===== config.mk =====
export PLATFORM = sky130hd
export DESIGN_NAME = tdc_subevent_unpacker_core
export DESIGN_NICKNAME = d
export VERILOG_FILES = /design/src/rtl/tsu_pkg.sv /design/src/rtl/tsu_front.sv /design/src/rtl/tsu_queue.sv /design/src/rtl/tsu_back.sv /design/src/rtl/tdc_subevent_unpacker_core.sv
export SDC_FILE = /design/constraint.sdc
export NUM_CORES = 1
export LEC_CHECK = 0
export BUFFER_PORTS_ARGS = -buffer_cell sky130_fd_sc_hd__buf_2
export CAP_MARGIN = 10
export CORE_MARGIN = 2
export CORE_UTILIZATION = 50
export CTS_CLUSTER_SIZE = 8
export DETAILED_ROUTE_END_ITERATION = 16
export PLACE_DENSITY_LB_ADDON = 0.2
export SLEW_MARGIN = 25
export SYNTH_ARGS = -nofsm -noshare
export SYNTH_HDL_FRONTEND = slang
export SYNTH_HIERARCHICAL = 1
export SYNTH_SLANG_ARGS = --single-unit

===== constraint.sdc =====
create_clock -name aclk -period 5.95 [get_ports aclk]
set_input_delay 0.2975 -clock aclk [delete_from_list [all_inputs] [get_ports aclk]]
set_output_delay 0.2975 -clock aclk [all_outputs]
set_load 0.02 [all_outputs]

===== src/rtl/tsu_pkg.sv =====
// tsu_pkg: shared types, result kind codes and block id lists for the tdc subevent unpacker
// no dependencies
package tsu_pkg;

    // input transaction payload
    typedef struct packed {
        logic [31:0] word;
        logic        first_word;
    } tsu_in_t;

    // result transaction payload
    typedef struct packed {
        logic [3:0]  kind;
        logic [15:0] tdc_id;
        logic [6:0]  channel;
        logic [1:0]  channel_class;
        logic        edge_res;
        logic [27:0] epoch;
        logic [10:0] coarse;
        logic [9:0]  fine;
        logic        size_error;
    } tsu_out_t;

    // classified word handed from the parser to the decoder
    typedef struct packed {
        logic [3:0]  kind;
        logic        decode;
        logic [15:0] tdc_id;
        logic [31:0] word;
        logic        size_error;
    } tsu_item_t;

    // result kinds
    localparam logic [3:0] KIND_SUBHDR   = 4'd0;
    localparam logic [3:0] KIND_BLKHDR   = 4'd1;
    localparam logic [3:0] KIND_HIT      = 4'd2;
    localparam logic [3:0] KIND_FAULTY   = 4'd3;
    localparam logic [3:0] KIND_EPOCH    = 4'd4;
    localparam logic [3:0] KIND_TDCHDR   = 4'd5;
    localparam logic [3:0] KIND_DEBUG    = 4'd6;
    localparam logic [3:0] KIND_UNKNOWN  = 4'd7;
    localparam logic [3:0] KIND_SKIPPED  = 4'd8;
    localparam logic [3:0] KIND_STRAY    = 4'd9;

    // channel classes
    localparam logic [1:0] CLASS_SYNC     = 2'd0;
    localparam logic [1:0] CLASS_LEADING  = 2'd1;
    localparam logic [1:0] CLASS_TRAILING = 2'd2;

    // payload word types, bits 30..29 of a non-time word
    localparam logic [1:0] WTYPE_TDCHDR = 2'd1;
    localparam logic [1:0] WTYPE_DEBUG  = 2'd2;
    localparam logic [1:0] WTYPE_EPOCH  = 2'd3;

    localparam logic [9:0] FINE_FAULTY = 10'h3ff;

    // queue between parser and decoder
    localparam int QUEUE_DEPTH = 4;
    localparam int QUEUE_AW    = $clog2(QUEUE_DEPTH);

    function automatic logic is_skip_id(input logic [15:0] id);
        return (id == 16'h7005) || (id == 16'h5555) || (id == 16'h0112) || (id == 16'hc000);
    endfunction

    function automatic logic is_hub_id(input logic [15:0] id);
        return (id == 16'h7000) || (id == 16'h7001) || (id == 16'h7002) || (id == 16'h7003);
    endfunction

endpackage


===== src/rtl/tsu_front.sv =====
// tsu_front: subevent parser, tracks header/block counters and classifies each word
// depends on tsu_pkg
module tsu_front import tsu_pkg::*; (
    input  logic      aclk,
    input  logic      aresetn,
    input  logic      accept,
    input  tsu_in_t   in_data,
    output tsu_item_t item
);

    localparam logic [2:0] MODE_IDLE   = 3'd0;
    localparam logic [2:0] MODE_SUBHDR = 3'd1;
    localparam logic [2:0] MODE_TOPHDR = 3'd2;
    localparam logic [2:0] MODE_BLKHDR = 3'd3;
    localparam logic [2:0] MODE_HUBTDC = 3'd4;
    localparam logic [2:0] MODE_SKIP   = 3'd5;
    localparam logic [2:0] MODE_DATA   = 3'd6;

    logic [2:0]  mode_reg, mode_next;
    logic [1:0]  hdr_idx_reg, hdr_idx_next;
    logic [15:0] sub_left_reg, sub_left_next;
    logic [15:0] top_left_reg, top_left_next;
    logic [15:0] tdc_left_reg, tdc_left_next;
    logic [15:0] cur_tdc_reg, cur_tdc_next;

    logic [29:0] size_words;
    logic [15:0] size_sat;
    logic        size_over;
    logic [15:0] blk_cnt;
    logic [15:0] blk_id;
    logic        take_hdr;

    assign blk_cnt    = in_data.word[31:16];
    assign blk_id     = in_data.word[15:0];
    assign size_words = in_data.word[31:2];
    assign size_over  = |size_words[29:16];
    assign size_sat   = size_over ? 16'hffff : size_words[15:0];

    // next state and classification of the word on the input
    always_comb begin
        mode_next     = mode_reg;
        hdr_idx_next  = hdr_idx_reg;
        sub_left_next = sub_left_reg;
        top_left_next = top_left_reg;
        tdc_left_next = tdc_left_reg;
        cur_tdc_next  = cur_tdc_reg;
        take_hdr      = 1'b0;

        item            = '0;
        item.kind       = KIND_SUBHDR;
        item.word       = in_data.word;

        if (in_data.first_word) begin
            item.size_error = size_over;
            hdr_idx_next    = 2'd1;
            top_left_next   = '0;
            tdc_left_next   = '0;
            sub_left_next   = (size_sat != 16'd0) ? size_sat - 16'd1 : 16'd0;
            mode_next       = (sub_left_next == 16'd0) ? MODE_IDLE : MODE_SUBHDR;
        end else if (mode_reg == MODE_IDLE) begin
            item.kind = KIND_STRAY;
        end else begin
            if (mode_reg == MODE_SUBHDR) begin
                hdr_idx_next = hdr_idx_reg + 2'd1;
                if (hdr_idx_next == 2'd0) begin
                    mode_next = MODE_TOPHDR;
                end
            end else begin
                if (mode_reg == MODE_TOPHDR) begin
                    top_left_next = blk_cnt;
                    take_hdr      = 1'b1;
                end else begin
                    top_left_next = top_left_reg - 16'd1;
                    case (mode_reg)
                        MODE_BLKHDR: begin
                            take_hdr = 1'b1;
                        end
                        MODE_HUBTDC: begin
                            cur_tdc_next  = blk_id;
                            tdc_left_next = blk_cnt;
                            mode_next     = (blk_cnt != 16'd0) ? MODE_DATA : MODE_BLKHDR;
                            item.kind     = KIND_BLKHDR;
                            item.tdc_id   = blk_id;
                        end
                        default: begin
                            item.tdc_id = cur_tdc_reg;
                            if (mode_reg == MODE_SKIP) begin
                                item.kind = KIND_SKIPPED;
                            end else begin
                                item.kind   = KIND_UNKNOWN;
                                item.decode = 1'b1;
                            end
                            tdc_left_next = tdc_left_reg - 16'd1;
                            if (tdc_left_next == 16'd0) begin
                                mode_next = MODE_BLKHDR;
                            end
                        end
                    endcase
                end
                // block header: skip list, hub or tdc block
                if (take_hdr) begin
                    item.kind    = KIND_BLKHDR;
                    item.tdc_id  = blk_id;
                    cur_tdc_next = blk_id;
                    if (is_skip_id(blk_id)) begin
                        tdc_left_next = blk_cnt;
                        mode_next     = (blk_cnt != 16'd0) ? MODE_SKIP : MODE_BLKHDR;
                    end else if (is_hub_id(blk_id)) begin
                        tdc_left_next = '0;
                        mode_next     = MODE_HUBTDC;
                    end else begin
                        tdc_left_next = blk_cnt;
                        mode_next     = (blk_cnt != 16'd0) ? MODE_DATA : MODE_BLKHDR;
                    end
                end
                if (top_left_next == 16'd0) begin
                    mode_next = MODE_TOPHDR;
                end
            end
            sub_left_next = sub_left_reg - 16'd1;
            if (sub_left_next == 16'd0) begin
                mode_next = MODE_IDLE;
            end
        end
    end

    // parser state
    always_ff @(posedge aclk) begin
        if (!aresetn) begin
            mode_reg     <= MODE_IDLE;
            hdr_idx_reg  <= '0;
            sub_left_reg <= '0;
            top_left_reg <= '0;
            tdc_left_reg <= '0;
            cur_tdc_reg  <= '0;
        end else if (accept) begin
            mode_reg     <= mode_next;
            hdr_idx_reg  <= hdr_idx_next;
            sub_left_reg <= sub_left_next;
            top_left_reg <= top_left_next;
            tdc_left_reg <= tdc_left_next;
            cur_tdc_reg  <= cur_tdc_next;
        end
    end

endmodule


===== src/rtl/tsu_queue.sv =====
// tsu_queue: small fifo of classified words between parser and decoder
// depends on tsu_pkg
module tsu_queue import tsu_pkg::*; (
    input  logic      aclk,
    input  logic      aresetn,
    input  logic      push,
    input  tsu_item_t push_item,
    output logic      full,
    input  logic      pop,
    output logic      not_empty,
    output tsu_item_t pop_item
);

    tsu_item_t entry_reg [QUEUE_DEPTH];

    logic [QUEUE_AW-1:0] wr_ptr_reg;
    logic [QUEUE_AW-1:0] rd_ptr_reg;
    logic [QUEUE_AW:0]   count_reg, count_next;

    assign full      = (count_reg == (QUEUE_AW + 1)'(QUEUE_DEPTH));
    assign not_empty = (count_reg != '0);
    assign pop_item  = entry_reg[rd_ptr_reg];

    always_comb begin
        count_next = count_reg;
        if (push && !pop) begin
            count_next = count_reg + (QUEUE_AW + 1)'(1);
        end else if (pop && !push) begin
            count_next = count_reg - (QUEUE_AW + 1)'(1);
        end
    end

    // pointers and fill count
    always_ff @(posedge aclk) begin
        if (!aresetn) begin
            wr_ptr_reg <= '0;
            rd_ptr_reg <= '0;
            count_reg  <= '0;
        end else begin
            if (push) begin
                wr_ptr_reg <= wr_ptr_reg + QUEUE_AW'(1);
            end
            if (pop) begin
                rd_ptr_reg <= rd_ptr_reg + QUEUE_AW'(1);
            end
            count_reg <= count_next;
        end
    end

    // storage
    always_ff @(posedge aclk) begin
        if (push) begin
            entry_reg[wr_ptr_reg] <= push_item;
        end
    end

    // fill count never passes the depth
    a_count_bound: assert property (@(posedge aclk) disable iff (!aresetn)
        count_reg <= (QUEUE_AW + 1)'(QUEUE_DEPTH))
        else $error("queue count beyond depth");

    // no push into a full queue unless an entry leaves
    a_no_overflow: assert property (@(posedge aclk) disable iff (!aresetn)
        (push && full) |-> pop)
        else $error("queue overflow");

    // no pop from an empty queue
    a_no_underflow: assert property (@(posedge aclk) disable iff (!aresetn)
        pop |-> not_empty)
        else $error("queue underflow");

    // pointers stay the fill count apart
    a_ptr_track: assert property (@(posedge aclk) disable iff (!aresetn)
        QUEUE_AW'(wr_ptr_reg - rd_ptr_reg) == count_reg[QUEUE_AW-1:0])
        else $error("queue pointers out of step with count");

endmodule


===== src/rtl/tsu_back.sv =====
// tsu_back: payload decoder with epoch register and result output register
// depends on tsu_pkg
module tsu_back import tsu_pkg::*; (
    input  logic      aclk,
    input  logic      aresetn,
    input  logic      item_valid,
    input  tsu_item_t item,
    output logic      item_pop,
    output logic      m_valid,
    input  logic      m_ready,
    output tsu_out_t  m_data
);

    logic [27:0] epoch_reg, epoch_next;
    logic        out_valid_reg;
    tsu_out_t    out_reg, out_next;
    logic [6:0]  ch;
    logic [9:0]  fine;

    assign item_pop = item_valid && (!out_valid_reg || m_ready);
    assign m_valid  = out_valid_reg;
    assign m_data   = out_reg;
    assign ch       = item.word[28:22];
    assign fine     = item.word[21:12];

    // decode time, epoch, header, debug and unknown words
    always_comb begin
        epoch_next          = epoch_reg;
        out_next            = '0;
        out_next.kind       = item.kind;
        out_next.tdc_id     = item.tdc_id;
        out_next.size_error = item.size_error;
        if (item.decode) begin
            if (item.word[31]) begin
                out_next.kind    = (fine == FINE_FAULTY) ? KIND_FAULTY : KIND_HIT;
                out_next.channel = ch;
                if (ch == 7'd0) begin
                    out_next.channel_class = CLASS_SYNC;
                end else if (ch[0]) begin
                    out_next.channel_class = CLASS_LEADING;
                end else begin
                    out_next.channel_class = CLASS_TRAILING;
                end
                out_next.edge_res = item.word[11];
                out_next.epoch    = epoch_reg;
                out_next.coarse   = item.word[10:0];
                out_next.fine     = fine;
            end else begin
                case (item.word[30:29])
                    WTYPE_TDCHDR: out_next.kind = KIND_TDCHDR;
                    WTYPE_DEBUG:  out_next.kind = KIND_DEBUG;
                    WTYPE_EPOCH: begin
                        out_next.kind  = KIND_EPOCH;
                        epoch_next     = item.word[27:0];
                        out_next.epoch = item.word[27:0];
                    end
                    default:      out_next.kind = KIND_UNKNOWN;
                endcase
            end
        end
    end

    // epoch counter and output register
    always_ff @(posedge aclk) begin
        if (!aresetn) begin
            epoch_reg     <= '0;
            out_valid_reg <= 1'b0;
        end else begin
            if (item_pop) begin
                epoch_reg     <= epoch_next;
                out_valid_reg <= 1'b1;
            end else if (m_ready) begin
                out_valid_reg <= 1'b0;
            end
        end
    end

    always_ff @(posedge aclk) begin
        if (item_pop) begin
            out_reg <= out_next;
        end
    end

    // a stalled result is not overwritten
    a_hold_stalled: assert property (@(posedge aclk) disable iff (!aresetn)
        (out_valid_reg && !m_ready) |-> !item_pop)
        else $error("result overwritten while stalled");

    // epoch changes only on a decoded epoch word
    a_epoch_source: assert property (@(posedge aclk) disable iff (!aresetn)
        (!item_pop || !item.decode || item.word[31]) |=> $stable(epoch_reg))
        else $error("epoch changed outside an epoch word");

    // a result appears only after an item was taken
    a_result_source: assert property (@(posedge aclk) disable iff (!aresetn)
        $rose(out_valid_reg) |-> $past(item_pop))
        else $error("result without a decoded item");

endmodule


===== src/rtl/tdc_subevent_unpacker_core.sv =====
// Top level of the tdc subevent unpacker: parser, queue and decoder.
// Depends on tsu_pkg, tsu_front, tsu_queue and tsu_back.
//
// Takes one 32-bit subevent word per transaction and returns exactly one result per
// word. The parser classifies each word in the cycle it is accepted and writes it to
// a four-entry queue; the decoder splits time, epoch, header and debug words, keeps
// the epoch register across subevents and holds the result in an output register.
// Throughput is one word per clock while s_ready is high; with an empty queue each word
// is registered in a queue entry and then in the output register before m_valid rises.
// s_ready drops only when the queue is full, which takes four words waiting behind a
// stalled result. The epoch register is cleared by reset alone; the block counters are
// also cleared on each first word. There is no clearing pass.
module tdc_subevent_unpacker_core import tsu_pkg::*; (
    input  logic     aclk,
    input  logic     aresetn,
    input  logic     s_valid,
    output logic     s_ready,
    input  tsu_in_t  s_data,
    output logic     m_valid,
    input  logic     m_ready,
    output tsu_out_t m_data
);

    logic      accept;
    logic      queue_full;
    logic      queue_not_empty;
    logic      queue_pop;
    tsu_item_t front_item;
    tsu_item_t back_item;

    assign s_ready = !queue_full;
    assign accept  = s_valid && s_ready;

    // parser
    tsu_front u_front (
        .aclk    (aclk),
        .aresetn (aresetn),
        .accept  (accept),
        .in_data (s_data),
        .item    (front_item)
    );

    // queue between the two halves
    tsu_queue u_queue (
        .aclk      (aclk),
        .aresetn   (aresetn),
        .push      (accept),
        .push_item (front_item),
        .full      (queue_full),
        .pop       (queue_pop),
        .not_empty (queue_not_empty),
        .pop_item  (back_item)
    );

    // decoder and result register
    tsu_back u_back (
        .aclk       (aclk),
        .aresetn    (aresetn),
        .item_valid (queue_not_empty),
        .item       (back_item),
        .item_pop   (queue_pop),
        .m_valid    (m_valid),
        .m_ready    (m_ready),
        .m_data     (m_data)
    );

endmodule


# After elaboration in Yosys (flattened, before gate mapping)
# Memory sizes are Yosys's and may differ from the RTL's. A register that Yosys moved wholly into a read port is not among the register bits.
# Cells that the tools add are included.
[word_totals] regBits=185 latchBits=0 ramBits=216 mem_bits_ro=0 in_bits=37 mem_count=1
[classes] n_addsub=9 multipliers=0 n_div=0 order_cmp=0 n_eq_ne=26 shift=0 n_mux=73 bitwise=5 reduce_logical=41
[memory_table] memory="u_queue.entry_reg" depth=4 word_bits=54 read_ports=1 rd_ports_with_merged_regs=1 write_ports=1 line="tsu_queue.sv:14" text="tsu_item_t entry_reg [QUEUE_DEPTH];"
[op_table] cell="16-bit two-way mux" n=22
[op_table] cell="16-bit by 15-bit == test with 1-bit output (second input constant)" n=6
[op_table] cell="16-bit zero test" n=4
[op_table] cell="16-bit one-hot mux with 2 select lines" n=2
[op_table] cell="16-bit by 1-bit subtractor with 16-bit output (second input constant)" n=4
[op_table] cell="21-bit two-way mux" n=3
[op_table] cell="28-bit two-way mux" n=2
[op_table] cell="3-bit two-way mux" n=15
[op_table] cell="16-bit nonzero test" n=2
[op_table] cell="4-bit two-way mux" n=5
[op_table] cell="17-bit two-way mux" n=1
[op_table] cell="16-bit == test (second input constant)" n=1
[op_table] cell="16-bit by 9-bit == test with 1-bit output (second input constant)" n=1
[op_table] cell="1-bit two-way mux" n=14
[op_table] cell="14-bit OR reduction" n=1
[op_table] cell="2-bit two-way mux" n=6
[op_table] cell="6-bit AND reduction" n=2
[op_table] cell="10-bit == test (second input constant)" n=1
[op_table] cell="3-bit == test (second input constant)" n=3
[op_table] cell="4-bit one-hot mux with 2 select lines" n=1
[op_table] cell="2-bit nonzero test" n=4
[op_table] cell="7-bit zero test" n=1
[op_table] cell="1-bit logical OR" n=7
[op_table] cell="7-bit nonzero test" n=1
[op_table] cell="other kinds (27)" n=45

# Depth between registers and ports, before layout
[depth] ltp_word=12 mapped_depth=13 depth_no_buf=12

# Modules after synthesis
# The synthesis kept the hierarchy.
[by_module_without_submodules] mod="tsu_queue" instances=1 cells_each=325 area_each_um2=8305.5
[by_module_without_submodules] mod="tsu_front" instances=1 cells_each=837 area_each_um2=5627.9
[by_module_without_submodules] mod="tsu_back" instances=1 cells_each=293 area_each_um2=4149.0
[by_module_without_submodules] mod="tdc_subevent_unpacker_core" instances=1 cells_each=2 area_each_um2=10.0

# Worst setup path after synthesis
# Ideal clock, no wire load.
[synth_timing] kind="reg-to-reg" from="reg u_queue.count_reg[0]" to="reg u_queue.count_reg[2]" setup_time_ns=0.076 t_arrival_ns=5.472 required_ns=5.874 slack_ns=0.402 stages_incl_launch_ff=10 path_buffers=0 period_less_slack_ns=5.548 cell_sequence="dfxtp_1 > or3_1 > nor2b_1 > inv_1 > ha_1 > inv_1 > fa_1 > xor2_1 > or3_1 > a21boi_0"
[synth_via] word_cells_on_any_way=14
[synth_rtl] element="start: declaration" line="tsu_queue.sv:18" text="logic [QUEUE_AW:0] count_reg, count_next;"
[synth_rtl] element="start signal: assignment" line="tsu_queue.sv:46" text="count_reg <= count_next;"
[synth_rtl] element="3-bit nonzero test *" line="tsu_queue.sv:21" text="assign not_empty = (count_reg != '0);"
[synth_rtl] element="via queue_not_empty" line="tdc_subevent_unpacker_core.sv:26" text="logic queue_not_empty;"
[synth_rtl] element="1-bit logical AND *" line="tsu_back.sv:20" text="assign item_pop = item_valid && (!out_valid_reg || m_ready);"
[synth_rtl] element="via queue_pop" line="tdc_subevent_unpacker_core.sv:27" text="logic queue_pop;"
[synth_rtl] element="1-bit zero test" line="tsu_queue.sv:26" text="if (push && !pop) begin"
[synth_rtl] element="1-bit logical AND" line="tsu_queue.sv:26"
[synth_rtl] element="3-bit two-way mux or 2-bit nonzero test (tied branches)"
# The timed path passes the listed nets; every way through them passes the cells marked *. The select of a mux whose other input is x is not followed.
# A chain may end at the register's enable or synchronous reset.

# Worst setup path in the final report
[layout_timing] from="in s_data[25] in the netlist's numbering" to="reg u_front.mode_reg[0]"
[layout_via] elab_chain_cells=10 word_cells_on_any_way=28
[layout_rtl] element="start: declaration" line="tdc_subevent_unpacker_core.sv:18" text="input tsu_in_t s_data,"
[layout_rtl] element="parallel branches: the longest is 10 deep, another holds 16-bit by 1-bit subtractor with 16-bit output"
[layout_rtl] element="end signal: assignment" line="tsu_front.sv:137" text="mode_reg <= mode_next;"
[layout_rtl] element="end: declaration" line="tsu_front.sv:19" text="logic [2:0] mode_reg, mode_next;"
# Several ways; the timed one is not identified. The select of a mux whose other input is x is not followed.

==> Flow_metrics.wiki <==
{| class="wikitable"
! Metric !! Value
|-
| Number of library cell types mapped by synthesis || 75
|-
| Number of antenna violations at the first check in global routing || 4
|-
| Worst rel slew slack || 0.350
|-
| Final wirelength || 42000 um
|-
| Startpoint Class || primary input
|-
| Number of vias per cell after detailed routing || 5.85
|-
| Number of detailed-route iterations in the first pass || 7
|-
| Final total negative setup slack || 0 ns
|-
| Required time at the endpoint of the critical path || 6.39 ns
|-
| Placed wire-length estimate after detailed placement || 26300 um
|-
| Post-cts repair resize count || 0
|-
| Synth Warn # || 6
|-
| Shortest period the worst path allows || 4.34 ns
|-
| Final-report max-slew violation count || 0
|-
| Clock transition at the registers of the reported paths || 0.05 ns
|-
| Placement row count || 69
|-
| Worst setup path startpoint || s_data[25]
|-
| First-pass GRT wire length || 66800 um
|-
| Fraction of the yosys area taken by sequential cells || 0.610
|-
| Total CTS buffers || 56
|-
| Setup slack of the worst register-to-register path || 2.31 ns
|-
| Filler cells || 2899
|-
| Reg2reg start || u_front/sub_left_reg[0]
|-
| Final setup violating endpoints || 0
|-
| Average footprint of a synthesized cell || 12.4 um^2
|-
| Class of the tightest hold or removal check || in -> reg
|-
| Critical path start-end classification || in -> reg
|-
| Residual antenna-violating net count after detailed routing || 0
|-
| Reported leakage power || 7.18 nW
|-
| Fraction of final layout cells sized beyond drive strength 1 || 0.180
|-
| Clock skew after layout || 0.0175 ns
|-
| Reg-to-Reg End || u_front/mode_reg[2]
|-
| Area growth, synth to finish || 12.6%
|-
| Global placer's final weighted congestion || 0.906
|-
| Detailed-route wire length per cell || 20.7 um
|-
| Core Area || 35600 um^2
|-
| Initial DRC count || 936
|-
| GRT Residual Overflow || 0
|-
| Final period util || 0.729
|-
| Total standard cell area after synthesis || 18100 um^2
|-
| I/O pin count || 119
|-
| Count of state elements after synthesis || 403
|-
| Worst setup endpoint || u_front/mode_reg[0]
|-
| Chip height || 194 um
|-
| Most common library cell in the layout ignoring fill and taps || sky130_fd_sc_hd__edfxtp_1
|-
| Number of global-route vias before repair || 11453
|-
| Port-buffer cells || 118
|-
| Cell with the largest stage delay on the worst path || sky130_fd_sc_hd__nand4_1
|-
| Number of remaining DRC errors || 0
|-
| CP endpoint kind || register
|-
| Effective utilization at floorplan || 0.509
|-
| DIE WIDTH || 194 um
|-
| Global-route usage over all layers || 0.223
|-
| Final non-filler cell area || 20400 um^2
|-
| Worst-path maximum fanout || 11
|-
| Root buffer cell || sky130_fd_sc_hd__clkbuf_16
|-
| Pwr/cell area || 442 nW/um^2
|-
| Die area || 37700 um^2
|-
| Maximum achievable frequency || 231 MHz
|-
| Prevailing post-synth register cell || sky130_fd_sc_hd__edfxtp_1
|-
| Worst vdd ir || 0.351 mV
|-
| Number of instances in the synthesized netlist || 1457
|-
| Count of final hold-check violations || 0
|-
| Net count after synthesis || 1508
|-
| Fraction of registers with async set/reset || 0
|-
| Maximum number of pins on one net before global-route repair || 73
|-
| Placed cell area || 18600 um^2
|-
| Total via count after detailed routing || 11868
|-
| EDFF count, synth || 296
|-
| RSZ-0062 raised after global routing || false
|-
| TritonCTS clock tree || yes
|-
| Cells along the critical path || dlygate4sd3_1, buf_2, nor4_1, nand4_1, nor2_1, ha_1, or3b_2, or4_1, a21oi_1, o2111ai_1, nor4_1, a21oi_1, a31oi_1, a221oi_2
|-
| Delay of the slowest critical-path stage || 0.58 ns
|-
| Skew-Pair Late Insertion Delay || 0.58 ns
|-
| Status || finished clean
|-
| Number of max-cap violations || 0
|-
| Number of levels the H-tree was split into || 2
|-
| Worst slew pin tran || 0.966 ns
|-
| NumNets Final || 1569
|-
| Commonest cells after routing, fill and taps aside || sky130_fd_sc_hd__edfxtp_1, sky130_fd_sc_hd__nand2_1, sky130_fd_sc_hd__buf_2
|-
| Worst r2r path cells || 10
|-
| # clock sinks || 403
|-
| CTS Buffer Depth || 3
|-
| Number of flip-flops under the largest register name || 216
|-
| Worst path arrival time || 4.77 ns
|}
-- critical path: cells and delay by family --
kind | cells | cell delay (ns)
compound gates | 5 | 0.69
fa+ha+maj | 1 | 0.29
buf+inv | 2 | 0.69
simple gates | 6 | 2.78
-- report_power, final --
| group | switching (mW) | internal, mW | total [mW] |
|---|---|---|---|
| Sequential | 0.200 | 3.64 | 3.85 |
| Combinational | 1.45 | 0.779 | 2.23 |
| Clock | 1.14 | 1.79 | 2.93 |
| Total | 2.79 | 6.21 | 9.00 |
-- timing repair --
action,4_1_cts,5_1_grt
buffers inserted,0,0
endpoints found under the hold margin,32,0
hold buffers,8,0
endpoints found under the setup margin,0,0
-- per-layer routing --
| metal | part of all wire | vias up | track usage |
|---|---|---|---|
| met2 | 0.46 | 382 | 0.352 |
| met3 | 0.062 | 61 | 0.0372 |
| met1 | 0.46 | 5860 | 0.324 |
| met5 | 0.00050 | - | 0 |
| met4 | 0.017 | 4 | 0.0564 |
| li1 | - | 5561 | - |
-- synthesized netlist by cell type (all sizes together) (4+ instances only) --
library cell / n / area share
clkbuf: 80 / 0.017
dfxtp: 107 / 0.12
inv: 22 / 0.0046
and3b: 4 / 0.0019
nand4: 11 / 0.0038
ha: 13 / 0.0090
nor2: 107 / 0.022
nand3: 28 / 0.0077
nor3b: 6 / 0.0025
nor2b: 7 / 0.0024
mux2i: 35 / 0.019
nor4b: 5 / 0.0024
a22oi: 10 / 0.0041
nand2: 156 / 0.032
buf: 60 / 0.027
xnor2: 21 / 0.010
o21ai: 44 / 0.012
nand3b: 4 / 0.0017
o31a: 4 / 0.0019
or3: 15 / 0.0053
and3: 37 / 0.013
or2: 13 / 0.0046
o211ai: 8 / 0.0033
nor3: 43 / 0.012
a21oi: 97 / 0.027
edfxtp: 296 / 0.49
a31oi: 7 / 0.0024
xor2: 16 / 0.0077
or4: 12 / 0.0053
and2: 14 / 0.0048
mux4: 54 / 0.068
nor4: 25 / 0.0086
nand2b: 5 / 0.0017
a211oi: 13 / 0.0061
a22o: 30 / 0.015
-- area by class of cell --
type                            instances  area [um^2]  area share
Antenna cell                            4         10.0    0.000491
Clock buffer                          102         1590      0.0783
Clock inverter                          3         47.5     0.00233
Inverter                               22         82.6     0.00405
Multi-Input combinational cell        892         6220       0.306
Sequential cell                       403        11000       0.542
Tap cell                              461          577      0.0283
Timing Repair Buffer                  143          798      0.0392
-- metrics by stage --
stage	hold slack (ns)	setup slack, ns	cells	power [mW]	utilization
finish	0.0314	1.61	2030	9.00	0.573
global route	0.0265	1.29	2027	9.44	0.572
CTS	0.00229	1.68	2026	9.11	0.572
detailed placement	0.447	1.64	1913	6.15	0.524
global placement	0.442	1.72	1913	6.13	0.524
floorplan	0.419	0.402	1457	5.51	-
-- cells by family (layout without fill, tap and decap cells) --
family | after synthesis | after routing | share of synthesized area
simple gates | 507 | 507 | 0.140
fa+ha+maj | 14 | 14 | 0.0101
compound gates | 244 | 244 | 0.0860
xor+xnor | 37 | 37 | 0.0179
other cells | 0 | 4 | 0
flops | 403 | 403 | 0.610
mux | 90 | 90 | 0.0880
buf+inv | 162 | 270 | 0.0483
-- worst min-delay path by stage --
stage                            start                       end  slack [ns]  depth (start not counted)
2_1_floorplan                  aresetn                  register        0.42                          1
3_3_place_gp   u_front/cur_tdc_reg[12]   u_front/cur_tdc_reg[12]        0.44                          2
3_5_place_dp    u_front/cur_tdc_reg[7]    u_front/cur_tdc_reg[7]        0.45                          2
4_1_cts                     s_data[23]  u_queue/entry_reg[0][23]       0.002                          1
5_1_grt                     s_data[29]  u_queue/entry_reg[1][29]        0.03                          1
6_report                    s_data[23]  u_queue/entry_reg[0][23]        0.03                          1
No activity file was read; power rests on OpenSTA's default activity.
